File: config.mk
export PLATFORM = sky130hd
export DESIGN_NAME = der_rsa_public_key_parser_top_flat
export DESIGN_NICKNAME = d
export VERILOG_FILES = /design/src/rtl/core/drpkp_pkg.sv /design/src/rtl/core/drpkp_if.sv /design/src/rtl/core/drpkp_step.sv /design/src/rtl/core/der_rsa_public_key_parser_top.sv /design/src/flat_wrapper.sv
export SDC_FILE = /design/constraint.sdc
export NUM_CORES = 1
export LEC_CHECK = 0
export BUFFER_PORTS_ARGS = -buffer_cell sky130_fd_sc_hd__buf_2
export CORE_MARGIN = 2
export CORE_UTILIZATION = 40
export CTS_CLUSTER_DIAMETER = 40
export DETAILED_ROUTE_END_ITERATION = 8
export PLACE_DENSITY = 0.57
export SLEW_MARGIN = 20
export SYNTH_ARGS = -nofsm -noshare
export SYNTH_HDL_FRONTEND = slang
export SYNTH_SLANG_ARGS = --single-unit
File: constraint.sdc
create_clock -name clk_i -period 5.5 [get_ports clk_i]
set_clock_uncertainty 0.2 [all_clocks]
set_input_delay 1.1 -clock clk_i [delete_from_list [all_inputs] [get_ports clk_i]]
set_output_delay 1.1 -clock clk_i [all_outputs]
set_load 0.02 [all_outputs]
File: src/rtl/core/drpkp_pkg.sv
`default_nettype none
// ----------------------------------------------------------------------------
// drpkp_pkg
// Shared types and constants of the DER RSA public key parser: parse phases,
// byte classes, error codes, parser state and result records.
// ----------------------------------------------------------------------------
package drpkp_pkg;

  localparam int LenBitsDefault = 16;

  typedef enum logic [3:0] {
    PH_SEQ_TAG  = 4'd0,
    PH_SEQ_LEN  = 4'd1,
    PH_SEQ_EXT  = 4'd2,
    PH_MOD_TAG  = 4'd3,
    PH_MOD_LEN  = 4'd4,
    PH_MOD_EXT  = 4'd5,
    PH_MOD_BODY = 4'd6,
    PH_EXP_TAG  = 4'd7,
    PH_EXP_LEN  = 4'd8,
    PH_EXP_EXT  = 4'd9,
    PH_EXP_BODY = 4'd10,
    PH_DONE     = 4'd11,
    PH_FAIL     = 4'd12
  } phase_e;

  typedef enum logic [1:0] {
    CLS_FRAME = 2'd0,
    CLS_MOD   = 2'd1,
    CLS_EXP   = 2'd2,
    CLS_STRIP = 2'd3
  } class_e;

  typedef enum logic [2:0] {
    ERR_NONE         = 3'd0,
    ERR_SEQ_TAG      = 3'd1,
    ERR_MOD_TAG      = 3'd2,
    ERR_EXP_TAG      = 3'd3,
    ERR_LEN_MISMATCH = 3'd4,
    ERR_LEN_FORM     = 3'd5
  } err_e;

  typedef struct packed {
    phase_e      phase;
    logic [15:0] len_acc;
    logic [1:0]  len_left;
    logic [15:0] field_left;
    logic [15:0] outer_left;
    logic        strip;
    logic [15:0] mod_cnt;
    logic [15:0] exp_cnt;
    err_e        err;
  } state_t;

  typedef struct packed {
    logic [7:0]  byte_echo;
    class_e      byte_class;
    logic [15:0] field_index;
    err_e        error_code;
    logic        parse_done;
    logic [15:0] modulus_size;
    logic [15:0] exponent_size;
  } res_t;

  localparam state_t StateReset = '{
    phase:      PH_SEQ_TAG,
    len_acc:    16'd0,
    len_left:   2'd0,
    field_left: 16'd0,
    outer_left: 16'd0,
    strip:      1'b1,
    mod_cnt:    16'd0,
    exp_cnt:    16'd0,
    err:        ERR_NONE
  };

endpackage
`default_nettype wire

File: src/rtl/core/drpkp_if.sv
`default_nettype none
// ----------------------------------------------------------------------------
// drpkp_if
// Valid/ready channels of the parser: input byte beats and result beats.
// ----------------------------------------------------------------------------
interface drpkp_in_if;
  logic       valid;
  logic       ready;
  logic [7:0] data_byte;
  logic       last_byte;

  modport source (output valid, output data_byte, output last_byte, input ready);
  modport sink   (input valid, input data_byte, input last_byte, output ready);
endinterface

interface drpkp_out_if;
  logic        valid;
  logic        ready;
  logic [7:0]  byte_echo;
  logic [1:0]  byte_class;
  logic [15:0] field_index;
  logic [2:0]  error_code;
  logic        parse_done;
  logic [15:0] modulus_size;
  logic [15:0] exponent_size;

  modport source (
    output valid, output byte_echo, output byte_class, output field_index,
    output error_code, output parse_done, output modulus_size,
    output exponent_size, input ready
  );
  modport sink (
    input valid, input byte_echo, input byte_class, input field_index,
    input error_code, input parse_done, input modulus_size,
    input exponent_size, output ready
  );
endinterface
`default_nettype wire

File: src/rtl/core/drpkp_step.sv
`default_nettype none
// ----------------------------------------------------------------------------
// drpkp_step
// One-byte update of the parser: tag and length decode, outer length
// tracking, modulus zero stripping, field indexing and error handling.
// ----------------------------------------------------------------------------
module drpkp_step #(
  parameter int LenBits = drpkp_pkg::LenBitsDefault
) (
  input  drpkp_pkg::state_t state_i,
  input  logic [7:0]        data_byte_i,
  input  logic              last_byte_i,
  output drpkp_pkg::state_t state_o,
  output drpkp_pkg::res_t   res_o
);

  localparam logic [7:0] TagSeq   = 8'h30;
  localparam logic [7:0] TagInt   = 8'h02;
  localparam logic [7:0] LongForm = 8'h80;
  localparam logic [7:0] LongOne  = 8'h81;
  localparam logic [7:0] LongTwo  = 8'h82;

  function automatic drpkp_pkg::state_t fail(drpkp_pkg::state_t s, drpkp_pkg::err_e code);
    drpkp_pkg::state_t r;
    r       = s;
    r.err   = code;
    r.phase = drpkp_pkg::PH_FAIL;
    return r;
  endfunction

  function automatic drpkp_pkg::state_t finish_exp(drpkp_pkg::state_t s);
    drpkp_pkg::state_t r;
    r = s;
    if (s.outer_left == 16'd0) begin
      r.phase = drpkp_pkg::PH_DONE;
    end else begin
      r = fail(s, drpkp_pkg::ERR_LEN_MISMATCH);
    end
    return r;
  endfunction

  function automatic drpkp_pkg::state_t finish_len(drpkp_pkg::state_t s,
                                                   drpkp_pkg::phase_e lp,
                                                   logic [15:0] value);
    drpkp_pkg::state_t r;
    r = s;
    if (lp == drpkp_pkg::PH_SEQ_LEN) begin
      r.outer_left = value;
      r.phase      = drpkp_pkg::PH_MOD_TAG;
    end else if (lp == drpkp_pkg::PH_MOD_LEN) begin
      r.field_left = value;
      r.strip      = 1'b1;
      r.phase      = (value == 16'd0) ? drpkp_pkg::PH_EXP_TAG : drpkp_pkg::PH_MOD_BODY;
    end else begin
      r.field_left = value;
      if (value == 16'd0) begin
        r = finish_exp(r);
      end else begin
        r.phase = drpkp_pkg::PH_EXP_BODY;
      end
    end
    return r;
  endfunction

  function automatic drpkp_pkg::state_t first_len(drpkp_pkg::state_t s,
                                                  drpkp_pkg::phase_e lp,
                                                  drpkp_pkg::phase_e xp,
                                                  logic [7:0] b);
    drpkp_pkg::state_t r;
    r = s;
    if (b < LongForm) begin
      r = finish_len(s, lp, {8'd0, b});
    end else if (b == LongOne || b == LongTwo) begin
      r.len_acc  = 16'd0;
      r.len_left = b[1:0];
      r.phase    = xp;
    end else begin
      r = fail(s, drpkp_pkg::ERR_LEN_FORM);
    end
    return r;
  endfunction

  function automatic drpkp_pkg::state_t extra_len(drpkp_pkg::state_t s,
                                                  drpkp_pkg::phase_e lp,
                                                  logic [7:0] b);
    drpkp_pkg::state_t r;
    logic [23:0]       wide;
    r          = s;
    r.len_acc  = {s.len_acc[7:0], b};
    r.len_left = s.len_left - 2'd1;
    wide       = {8'd0, r.len_acc};
    if (r.len_left == 2'd0) begin
      if ((wide >> LenBits) != 24'd0) begin
        r = fail(r, drpkp_pkg::ERR_LEN_FORM);
      end else begin
        r = finish_len(r, lp, r.len_acc);
      end
    end
    return r;
  endfunction

  drpkp_pkg::state_t s;
  drpkp_pkg::class_e cls;
  logic [15:0]       idx;
  logic              done;

  always_comb begin
    s   = state_i;
    cls = drpkp_pkg::CLS_FRAME;
    idx = 16'd0;

    if (s.phase == drpkp_pkg::PH_DONE) begin
      s = fail(s, drpkp_pkg::ERR_LEN_MISMATCH);
    end else if (s.phase >= drpkp_pkg::PH_MOD_TAG && s.phase <= drpkp_pkg::PH_EXP_BODY) begin
      if (s.outer_left == 16'd0) begin
        s = fail(s, drpkp_pkg::ERR_LEN_MISMATCH);
      end else begin
        s.outer_left = s.outer_left - 16'd1;
      end
    end

    unique case (s.phase)
      drpkp_pkg::PH_SEQ_TAG: begin
        if (data_byte_i == TagSeq) s.phase = drpkp_pkg::PH_SEQ_LEN;
        else s = fail(s, drpkp_pkg::ERR_SEQ_TAG);
      end
      drpkp_pkg::PH_MOD_TAG: begin
        if (data_byte_i == TagInt) s.phase = drpkp_pkg::PH_MOD_LEN;
        else s = fail(s, drpkp_pkg::ERR_MOD_TAG);
      end
      drpkp_pkg::PH_EXP_TAG: begin
        if (data_byte_i == TagInt) s.phase = drpkp_pkg::PH_EXP_LEN;
        else s = fail(s, drpkp_pkg::ERR_EXP_TAG);
      end
      drpkp_pkg::PH_SEQ_LEN: begin
        s = first_len(s, drpkp_pkg::PH_SEQ_LEN, drpkp_pkg::PH_SEQ_EXT, data_byte_i);
      end
      drpkp_pkg::PH_MOD_LEN: begin
        s = first_len(s, drpkp_pkg::PH_MOD_LEN, drpkp_pkg::PH_MOD_EXT, data_byte_i);
      end
      drpkp_pkg::PH_EXP_LEN: begin
        s = first_len(s, drpkp_pkg::PH_EXP_LEN, drpkp_pkg::PH_EXP_EXT, data_byte_i);
      end
      drpkp_pkg::PH_SEQ_EXT: s = extra_len(s, drpkp_pkg::PH_SEQ_LEN, data_byte_i);
      drpkp_pkg::PH_MOD_EXT: s = extra_len(s, drpkp_pkg::PH_MOD_LEN, data_byte_i);
      drpkp_pkg::PH_EXP_EXT: s = extra_len(s, drpkp_pkg::PH_EXP_LEN, data_byte_i);
      drpkp_pkg::PH_MOD_BODY: begin
        if (s.strip && data_byte_i == 8'd0) begin
          cls = drpkp_pkg::CLS_STRIP;
        end else begin
          s.strip   = 1'b0;
          cls       = drpkp_pkg::CLS_MOD;
          idx       = s.mod_cnt;
          s.mod_cnt = s.mod_cnt + 16'd1;
        end
        s.field_left = s.field_left - 16'd1;
        if (s.field_left == 16'd0) s.phase = drpkp_pkg::PH_EXP_TAG;
      end
      drpkp_pkg::PH_EXP_BODY: begin
        cls          = drpkp_pkg::CLS_EXP;
        idx          = s.exp_cnt;
        s.exp_cnt    = s.exp_cnt + 16'd1;
        s.field_left = s.field_left - 16'd1;
        if (s.field_left == 16'd0) s = finish_exp(s);
      end
      default: ;
    endcase

    if (last_byte_i && s.phase != drpkp_pkg::PH_DONE && s.phase != drpkp_pkg::PH_FAIL) begin
      s = fail(s, drpkp_pkg::ERR_LEN_MISMATCH);
    end

    done = (s.phase == drpkp_pkg::PH_DONE);

    res_o.byte_echo     = data_byte_i;
    res_o.byte_class    = cls;
    res_o.field_index   = idx;
    res_o.error_code    = s.err;
    res_o.parse_done    = done;
    res_o.modulus_size  = done ? s.mod_cnt : 16'd0;
    res_o.exponent_size = done ? s.exp_cnt : 16'd0;

    state_o = last_byte_i ? drpkp_pkg::StateReset : s;
  end

endmodule
`default_nettype wire

File: src/rtl/core/der_rsa_public_key_parser_top.sv
// Each accepted input beat passes the input register and the result register in turn.
// Throughput: one byte per cycle while out_o.ready does not stall; the parser
// state register is updated by a combinational step on each byte leaving the input register.
// Reset: rst_ni low clears the valid flags of both pipeline stages and returns the parser to
// expect the sequence tag; a beat flagged last_byte does the same for state.
`default_nettype none
// ----------------------------------------------------------------------------
// der_rsa_public_key_parser_top
// DER RSA public key parser: input register, per-byte parse step and result
// register with valid/ready channels on both sides.
// ----------------------------------------------------------------------------
module der_rsa_public_key_parser_top #(
  parameter int LenBits = drpkp_pkg::LenBitsDefault
) (
  input  wire logic    clk_i,
  input  wire logic    rst_ni,
  drpkp_in_if.sink     in_i,
  drpkp_out_if.source  out_o
);

  logic              in_vld_q;
  logic [7:0]        in_data_q;
  logic              in_last_q;
  logic              out_vld_q;
  drpkp_pkg::res_t   res_q;
  drpkp_pkg::res_t   res_d;
  drpkp_pkg::state_t state_q;
  drpkp_pkg::state_t state_d;
  logic              adv;
  logic              proc;
  logic              in_acc;

  assign adv    = !out_vld_q || out_o.ready;
  assign proc   = in_vld_q && adv;
  assign in_acc = in_i.valid && in_i.ready;

  assign in_i.ready = !in_vld_q || adv;

  drpkp_step #(
    .LenBits(LenBits)
  ) u_step (
    .state_i     (state_q),
    .data_byte_i (in_data_q),
    .last_byte_i (in_last_q),
    .state_o     (state_d),
    .res_o       (res_d)
  );

  always_ff @(posedge clk_i or negedge rst_ni) begin
    if (!rst_ni) begin
      in_vld_q  <= 1'b0;
      out_vld_q <= 1'b0;
      state_q   <= drpkp_pkg::StateReset;
    end else begin
      if (in_acc) in_vld_q <= 1'b1;
      else if (proc) in_vld_q <= 1'b0;
      if (proc) begin
        out_vld_q <= 1'b1;
        state_q   <= state_d;
      end else if (out_o.ready) begin
        out_vld_q <= 1'b0;
      end
    end
  end

  always_ff @(posedge clk_i) begin
    if (in_acc) begin
      in_data_q <= in_i.data_byte;
      in_last_q <= in_i.last_byte;
    end
    if (proc) res_q <= res_d;
  end

  assign out_o.valid         = out_vld_q;
  assign out_o.byte_echo     = res_q.byte_echo;
  assign out_o.byte_class    = res_q.byte_class;
  assign out_o.field_index   = res_q.field_index;
  assign out_o.error_code    = res_q.error_code;
  assign out_o.parse_done    = res_q.parse_done;
  assign out_o.modulus_size  = res_q.modulus_size;
  assign out_o.exponent_size = res_q.exponent_size;

  a_last_resets: assert property (@(posedge clk_i) disable iff (!rst_ni)
    (proc && in_last_q) |=> (state_q.phase == drpkp_pkg::PH_SEQ_TAG))
    else $error("parser state not cleared after last beat");

  a_done_clean: assert property (@(posedge clk_i) disable iff (!rst_ni)
    (out_vld_q && res_q.parse_done) |-> (res_q.error_code == drpkp_pkg::ERR_NONE))
    else $error("done reported together with an error");

  a_strip_index: assert property (@(posedge clk_i) disable iff (!rst_ni)
    (out_vld_q && res_q.byte_class == drpkp_pkg::CLS_STRIP) |-> (res_q.field_index == 16'd0))
    else $error("stripped zero carries a field index");

  a_err_sticky: assert property (@(posedge clk_i) disable iff (!rst_ni)
    (proc && !in_last_q && state_q.err != drpkp_pkg::ERR_NONE)
      |=> (state_q.err == $past(state_q.err)))
    else $error("sticky error changed within a blob");

  a_ready_when_empty: assert property (@(posedge clk_i) disable iff (!rst_ni)
    (!out_vld_q) |-> in_i.ready)
    else $error("input stalled with empty result register");

endmodule
`default_nettype wire
File: src/flat_wrapper.sv
// flat-port wrapper written by rule: the top's interface ports become plain ports
module der_rsa_public_key_parser_top_flat 
#(
  parameter int LenBits = drpkp_pkg::LenBitsDefault
)
  (clk_i, rst_ni, in_i_valid, in_i_data_byte, in_i_last_byte, in_i_ready, out_o_valid, out_o_byte_echo, out_o_byte_class, out_o_field_index, out_o_error_code, out_o_parse_done, out_o_modulus_size, out_o_exponent_size, out_o_ready);
  drpkp_in_if in_i_i ();
  drpkp_out_if out_o_i ();
  input  wire logic clk_i;
  input  wire logic rst_ni;
  input wire logic [$bits(in_i_i.valid)-1:0] in_i_valid;
  input wire logic [$bits(in_i_i.data_byte)-1:0] in_i_data_byte;
  input wire logic [$bits(in_i_i.last_byte)-1:0] in_i_last_byte;
  output wire logic [$bits(in_i_i.ready)-1:0] in_i_ready;
  output wire logic [$bits(out_o_i.valid)-1:0] out_o_valid;
  output wire logic [$bits(out_o_i.byte_echo)-1:0] out_o_byte_echo;
  output wire logic [$bits(out_o_i.byte_class)-1:0] out_o_byte_class;
  output wire logic [$bits(out_o_i.field_index)-1:0] out_o_field_index;
  output wire logic [$bits(out_o_i.error_code)-1:0] out_o_error_code;
  output wire logic [$bits(out_o_i.parse_done)-1:0] out_o_parse_done;
  output wire logic [$bits(out_o_i.modulus_size)-1:0] out_o_modulus_size;
  output wire logic [$bits(out_o_i.exponent_size)-1:0] out_o_exponent_size;
  input wire logic [$bits(out_o_i.ready)-1:0] out_o_ready;
  assign in_i_i.valid = in_i_valid;
  assign in_i_i.data_byte = in_i_data_byte;
  assign in_i_i.last_byte = in_i_last_byte;
  assign in_i_ready = in_i_i.ready;
  assign out_o_valid = out_o_i.valid;
  assign out_o_byte_echo = out_o_i.byte_echo;
  assign out_o_byte_class = out_o_i.byte_class;
  assign out_o_field_index = out_o_i.field_index;
  assign out_o_error_code = out_o_i.error_code;
  assign out_o_parse_done = out_o_i.parse_done;
  assign out_o_modulus_size = out_o_i.modulus_size;
  assign out_o_exponent_size = out_o_i.exponent_size;
  assign out_o_i.ready = out_o_ready;
  der_rsa_public_key_parser_top #(.LenBits(LenBits)) u_core (.clk_i(clk_i), .rst_ni(rst_ni), .in_i(in_i_i), .out_o(out_o_i));
endmodule
---- Word-level counts from Yosys, hierarchy flattened ----
Index checks and enable logic that the tools add are counted.
storage, ports and cells
  register bits after elaboration ......... 163
  input bits .............................. 13
  output and inout bits ................... 64
  logic and storage cells ................. 116
cells by class
  $add $sub $neg .......................... 5
  magnitude comparators ................... 3
  eq/ne operators ......................... 18
  muxes and demuxes ....................... 50
  reductions and logical operators ........ 20
operator list
  operator                                              number
  two-way mux 90 bit                                    11
  case mux 19 bit (10 select lines)                     1
  case mux 17 bit (11 select lines)                     1
  case mux 18 bit (10 select lines)                     1
  case mux 16 bit (11 select lines)                     1
  case mux 16 bit (10 select lines)                     1
  logical NOT 16 bit                                    4
  two-way mux 22 bit                                    2
  case mux 4 bit (11 select lines)                      1
  two-way mux 38 bit                                    1
  two-way mux 3 bit                                     12
  adder 16 x 1 -> 16 bit (second input constant)        2
  two-way mux 16 bit                                    2
  case mux 16 bit (2 select lines)                      1
  subtractor 16 x 1 -> 16 bit (second input constant)   2
  two-way mux 21 bit                                    1
  equality test 4 bit (second input constant)           5
  two-way mux 4 bit                                     5
  two-way mux 17 bit                                    1
  equality test 4 x 3 -> 1 bit (second input constant)  4
  equality test 8 bit (second input constant)           2
  equality test 4 x 2 -> 1 bit (second input constant)  2
  equality test 8 x 2 -> 1 bit (second input constant)  1
  equality test 8 x 6 -> 1 bit (second input constant)  1
  other kinds (16)                                      31

---- Logic depth before layout (Yosys ltp) ----
  depth in word-level cells ............... 14
  gate-level depth with buffers ........... 15
  mapped depth without buffers ............ 12

---- Cells and area by module ----
Synthesis repeated with hierarchy kept, for this count alone.
second synthesis, totals
  cell total of the unflattened synthesis .. 981
  area total of the unflattened synthesis .. 10156.0 µm²
modules (own cells, without submodules)
  module                         times used  cells an instance  area an instance (µm²)  seq. area each (µm²)
  der_rsa_public_key_parser_top  1           269                6027.0                  4435.5
  drpkp_step                     1           712                4129.0                  0.0

---- Least setup slack after synthesis ----
Ideal clock, no wire load.
  kind .................................... input to register
  start point ............................. input port out_o_ready
  end point ............................... register u_core.state_q[16] in the netlist's numbering
  library setup time ...................... 0.120 ns
  arrival ................................. 3.829 ns
  data required time ...................... 5.180 ns
  setup slack ............................. 1.352 ns
  stages on the path ...................... 6
  path buffers ............................ 1
  path through ............................ nand2b_1 > nand2_1 > clkinv_1 > clkbuf_1 > o21ai_0 > o21a_1
between the ends
  longest elaborated chain between the ends .. 2
ends and longest elaborated chain
  element                 RTL line                             RTL
  start: declaration      flat_wrapper.sv:23                   input wire logic [$bits(out_o_i.ready)-1:0] out_o_ready;
  logical OR 1 bit        der_rsa_public_key_parser_top.sv:33  assign adv = !out_vld_q || out_o.ready;
  logical AND 1 bit       der_rsa_public_key_parser_top.sv:34  assign proc = in_vld_q && adv;
  named net u_core.proc   der_rsa_public_key_parser_top.sv:30  logic proc;
  end signal: assignment  der_rsa_public_key_parser_top.sv:53  state_q <= drpkp_pkg::StateReset;
  end signal: assignment  der_rsa_public_key_parser_top.sv:59  state_q <= state_d;
  end: declaration        der_rsa_public_key_parser_top.sv:27  drpkp_pkg::state_t state_q;
The timed path passes the listed nets, and every way through them passes these cells.
A chain may end at the register's enable or synchronous reset.

---- Worst setup path in the final report ----
  start point ............................. register u_core.state_q[36] in the netlist's numbering
  end point ............................... register u_core.res_q (netlist bit u_core.out_o.exponent_size[13]) (data pin)
between the ends
  longest elaborated chain between the ends .. 14
  elaborated cells between the ends (all ways) .. 35
  classes of those cells .................. add/sub (1); eq/ne (13); mux (16); reduce/logical (5)
ends and longest elaborated chain
  element                                                            RTL line                              RTL
  subtractor 16 x 1 -> 16 bit or logical NOT 16 bit (tied branches)  drpkp_step.sv:118, drpkp_step.sv:115
  two-way mux 16 bit                                                 drpkp_step.sv:115                     if (s.outer_left == 16'd0) begin
  two-way mux 90 bit                                                 drpkp_step.sv:114                     end else if (s.phase >= drpkp_pkg::PH_MOD_TAG && s.phase <= drpkp_pkg::PH_EXP_BODY) begin
  two-way mux 90 bit (*)                                             drpkp_step.sv:112                     if (s.phase == drpkp_pkg::PH_DONE) begin
  logical NOT 16 bit                                                 drpkp_step.sv:34                      if (s.outer_left == 16'd0) begin
  two-way mux 3 bit                                                  drpkp_step.sv:34
  two-way mux 4 bit                                                  drpkp_step.sv:56                      if (value == 16'd0) begin
  two-way mux 90 bit, on equally long branches                       drpkp_step.sv:92, drpkp_step.sv:71
  case mux 4 bit (11 select lines)                                   drpkp_step.sv:122                     unique case (s.phase)
  inequality test 4 bit                                              drpkp_step.sv:169                     if (last_byte_i && s.phase != drpkp_pkg::PH_DONE && s.phase != drpkp_pkg::PH_FAIL) begin
  logical AND 1 bit (2 in a row)                                     drpkp_step.sv:169
  two-way mux 90 bit (*)                                             drpkp_step.sv:169
  equality test 4 bit                                                drpkp_step.sv:173                     done = (s.phase == drpkp_pkg::PH_DONE);
  end signal: assignment                                             der_rsa_public_key_parser_top.sv:71   if (proc) res_q <= res_d;
  end: declaration                                                   der_rsa_public_key_parser_top.sv:25   drpkp_pkg::res_t res_q;
Every way passes the cells marked *; elsewhere a longest branch is shown, timed or not.

==> results.json <==
{
  "outcome": "completed",
  "tritoncts": "yes",
  "cts_inserted_buffers": 17,
  "post_route_cells_drive_above_1_share_pct": 15.05,
  "syn_avg_cell_area_um2": 9.263,
  "io_buffers": 76,
  "synth_top_area_share_pct": 24.13,
  "synth_warnings": 0,
  "timing.hold.worst.class": "flop to flop",
  "numClockSinks": 155,
  "multi_input_comb_area_um2": 4285,
  "finalHoldViolCount": 0,
  "n_antenna_cell": 0,
  "final_net_count": 1030,
  "placementRows": 54,
  "wire_length_of_the_first_global_routing_pass_um": 40370,
  "fmaxAchievable_mhz": 212.2,
  "grt_max_degree": 83,
  "num-fill-cells": 2091,
  "die_area_um2": 23300,
  "timing_worst_setup_path_type": "flop to flop",
  "postSynth.topFlopCell": "dfrtp_1",
  "post-synth-top-area-cell": "edfxtp_1",
  "dpl.hpwl_um": 17010,
  "finalCriticalPeriod_ns": 4.711,
  "post_synth_instance_area_um2": 8837,
  "gp_congestion": 0.9377,
  "post-layout-total-power_w": 0.005271,
  "totalNegativeSetupSlack_ns": 0,
  "worst_pin_slew_ns": 1.034,
  "syn-num-nets": 974,
  "critical-path-top-delay-family": "simple AND/OR/NAND/NOR gates",
  "netlist_top_cells_count": "o21ai_0 (109), nand2_1 (96), nor2_1 (91)",
  "critPathBufInv": 1,
  "drt_drc": 0,
  "drv_cap": 0,
  "postCtsResizedCells": 0,
  "fin_crit_sh_pct": 85.66,
  "maxSlewViolCount": 0,
  "worst-endpoint-arrival_ns": 4.76,
  "dr.pass1.iters": 5,
  "avg_vias_per_cell": 5.903,
  "initial_core_util_pct": 40.62,
  "clock_insertion_delay_worst_skew_ns": 0.44,
  "number_of_antenna_violations_at_the_first_check_in_global_routing": 0,
  "crit_required_ns": 5.55,
  "vias_after_detailed_routing": 7691,
  "crit_path_max_incr_delay_ns": 0.50,
  "global_routing_s_busiest_layer": "met2",
  "first_global_vias": 7252,
  "sequential_cell_area_um2": 4235,
  "grt.met3_usage_pct": 3.271,
  "ant_nets": 0,
  "postCtsSetupBuffers": 0,
  "max-slew-margin-rel_pct": 30.41,
  "synth-edff-count": 71,
  "cp_cell_sequence": "inv_1 -> ha_1 -> nor3b_2 -> nand4_1 -> nor2_1 -> mux2i_1 -> o32a_1 -> or2_1 -> a311o_1 -> a31oi_4 -> nand4_4 -> nor3_1",
  "io_pins": 77,
  "worst_ir_drop_vdd_v": 0.0002235,
  "die_h_um": 152.6,
  "use_met2_pct": 35.30,
  "cts_root_buffer": "clkbuf_16",
  "global_route_met1_utilization_pct": 29.87,
  "worstSetupEndpointType": "flop",
  "async_s_r_ff_share_synth_pct": 54.19,
  "syn_to_final_growth_pct": 13.93,
  "cts_hold_repair.buffers": 0,
  "global_route.overflow_total": 0,
  "path_max_fanout": 33,
  "floorplan.die.width_um": 152.6,
  "synthTopCellsByArea": "edfxtp_1 (24%), dfrtp_1 (24%), o21ai_0 (6.2%)",
  "globalRouteTotalUtil_pct": 21.70,
  "cts_htree_levels": 4,
  "ctsLongestPathBuffers": 2,
  "number_of_distinct_standard_cells_referenced_by_the_synthesized_netlist": 77,
  "routedWlPerCell_um": 19.47,
  "critical_path.startpoint_type": "flop",
  "ys_ff_latch": 155,
  "power_density_nw_per_um2": 523.5,
  "drt-total-wl_um": 25370,
  "setup_viol": 0,
  "first_iter_violations": 668,
  "synthMostInstantiatedCell": "o21ai_0",
  "grt_setup_unrepaired": "no",
  "total_leakage_power_nw": 3.923,
  "syn_inst": 954,
  "cp_slowest_cell": "nor3b_2",
  "clk_pin_slew_worst_paths_ns": 0.07,
  "core_area_um2": 21760,
  "synth_sequential_area_ratio_pct": 47.93
}
report_power, final:
part | switching [W] | total [W] | internal (W)
logic | 0.00163 | 0.00253 | 0.000902
clock network | 0.000535 | 0.00117 | 0.000633
registers | 0.000200 | 0.00157 | 0.00137
total | 0.00236 | 0.00527 | 0.00291
state kept, by name, indices dropped and copies added, names as in the netlist:
name and flops:
u_core.out_o.field_index 16, u_core.out_o.exponent_size 16, u_core.out_o.byte_echo 8, u_core.out_o.parse_done 1, u_core.in_data_q 8, u_core.out_o.error_code 3
u_core.out_o.byte_class 2, u_core.out_o.modulus_size 16, u_core.in_vld_q 1, u_core.state_q 82, u_core.out_o.valid 1, u_core.in_last_q 1
path summary, 6_finish.rpt:
kind	start	endpoint	slack [ns]	depth (start not counted)
min in group asynchronous	rst_ni	u_core.state_q[5]	0.44	1
max in group asynchronous	rst_ni	u_core.state_q[40]	3.62	2
hold / removal	u_core.state_q[35]	u_core.state_q[35]	0.28	2
setup reg to reg	u_core.state_q[36]	u_core.out_o.exponent_size[13]	0.79	12
hold reg to reg	u_core.state_q[35]	u_core.state_q[35]	0.28	2
setup / recovery	u_core.state_q[36]	u_core.out_o.exponent_size[13]	0.79	12
layout by cell type (no fill, tap or decap), drive strengths merged, types with 18 or more instances in the layout:
master  synthesis  layout
inv            22      27
clkbuf         51      18
dfrtp          83      83
a22oi          21      21
a22o           28      28
a21oi          57      57
nand2          96      96
nand3          25      25
o21ai         111     111
nor3           32      32
edfxtp         71      71
buf             9      97
o31ai          20      20
nor2           93      93
xnor2          21      21
layout make-up:
type	count	area share, %
Clock buffer	18	4.262
Inverter	24	0.9072
Sequential cell	155	42.07
Timing Repair Buffer	97	5.368
Clock inverter	14	1.355
Multi-Input combinational cell	715	42.56
Tap cell	280	3.480
metal layers:
metal | routed length [µm] | vias to the layer above
li1 | - | 3668
met1 | 11590 | 3725
met2 | 11980 | 261
met3 | 1312 | 37
met4 | 482 | 0
met5 | 0 | -
cells by family after synthesis:
family | synth area share [%]
compound gates | 22.89
xor+xnor | 3.370
fa+ha+maj | 1.104
buf+inv | 3.681
flops | 47.93
mux | 0.5805
simple gates | 20.44
tightest hold or removal path, delay by kind of cell (launching register included):
family,cells,cell delay [ns]
AOI/OAI and AO/OA,1,0.05
buffers and inverters,1,0.05
DFF,1,0.38
stage by stage:
stage               area [µm²]  utilization [%]  setup slack, ns  instances  hold slack (ns)
floorplan                 8837                -            1.352        954           0.2244
global placement          9503            43.68            1.073       1271           0.2660
finish                   10070            46.28           0.7885       1303           0.2796
detailed placement        9503            43.68           0.8303       1271           0.2696
CTS                      10070            46.28           0.7914       1303           0.2794
global route             10070            46.28           0.3721       1303           0.3153
No activity file was read; power rests on OpenSTA's default activity.
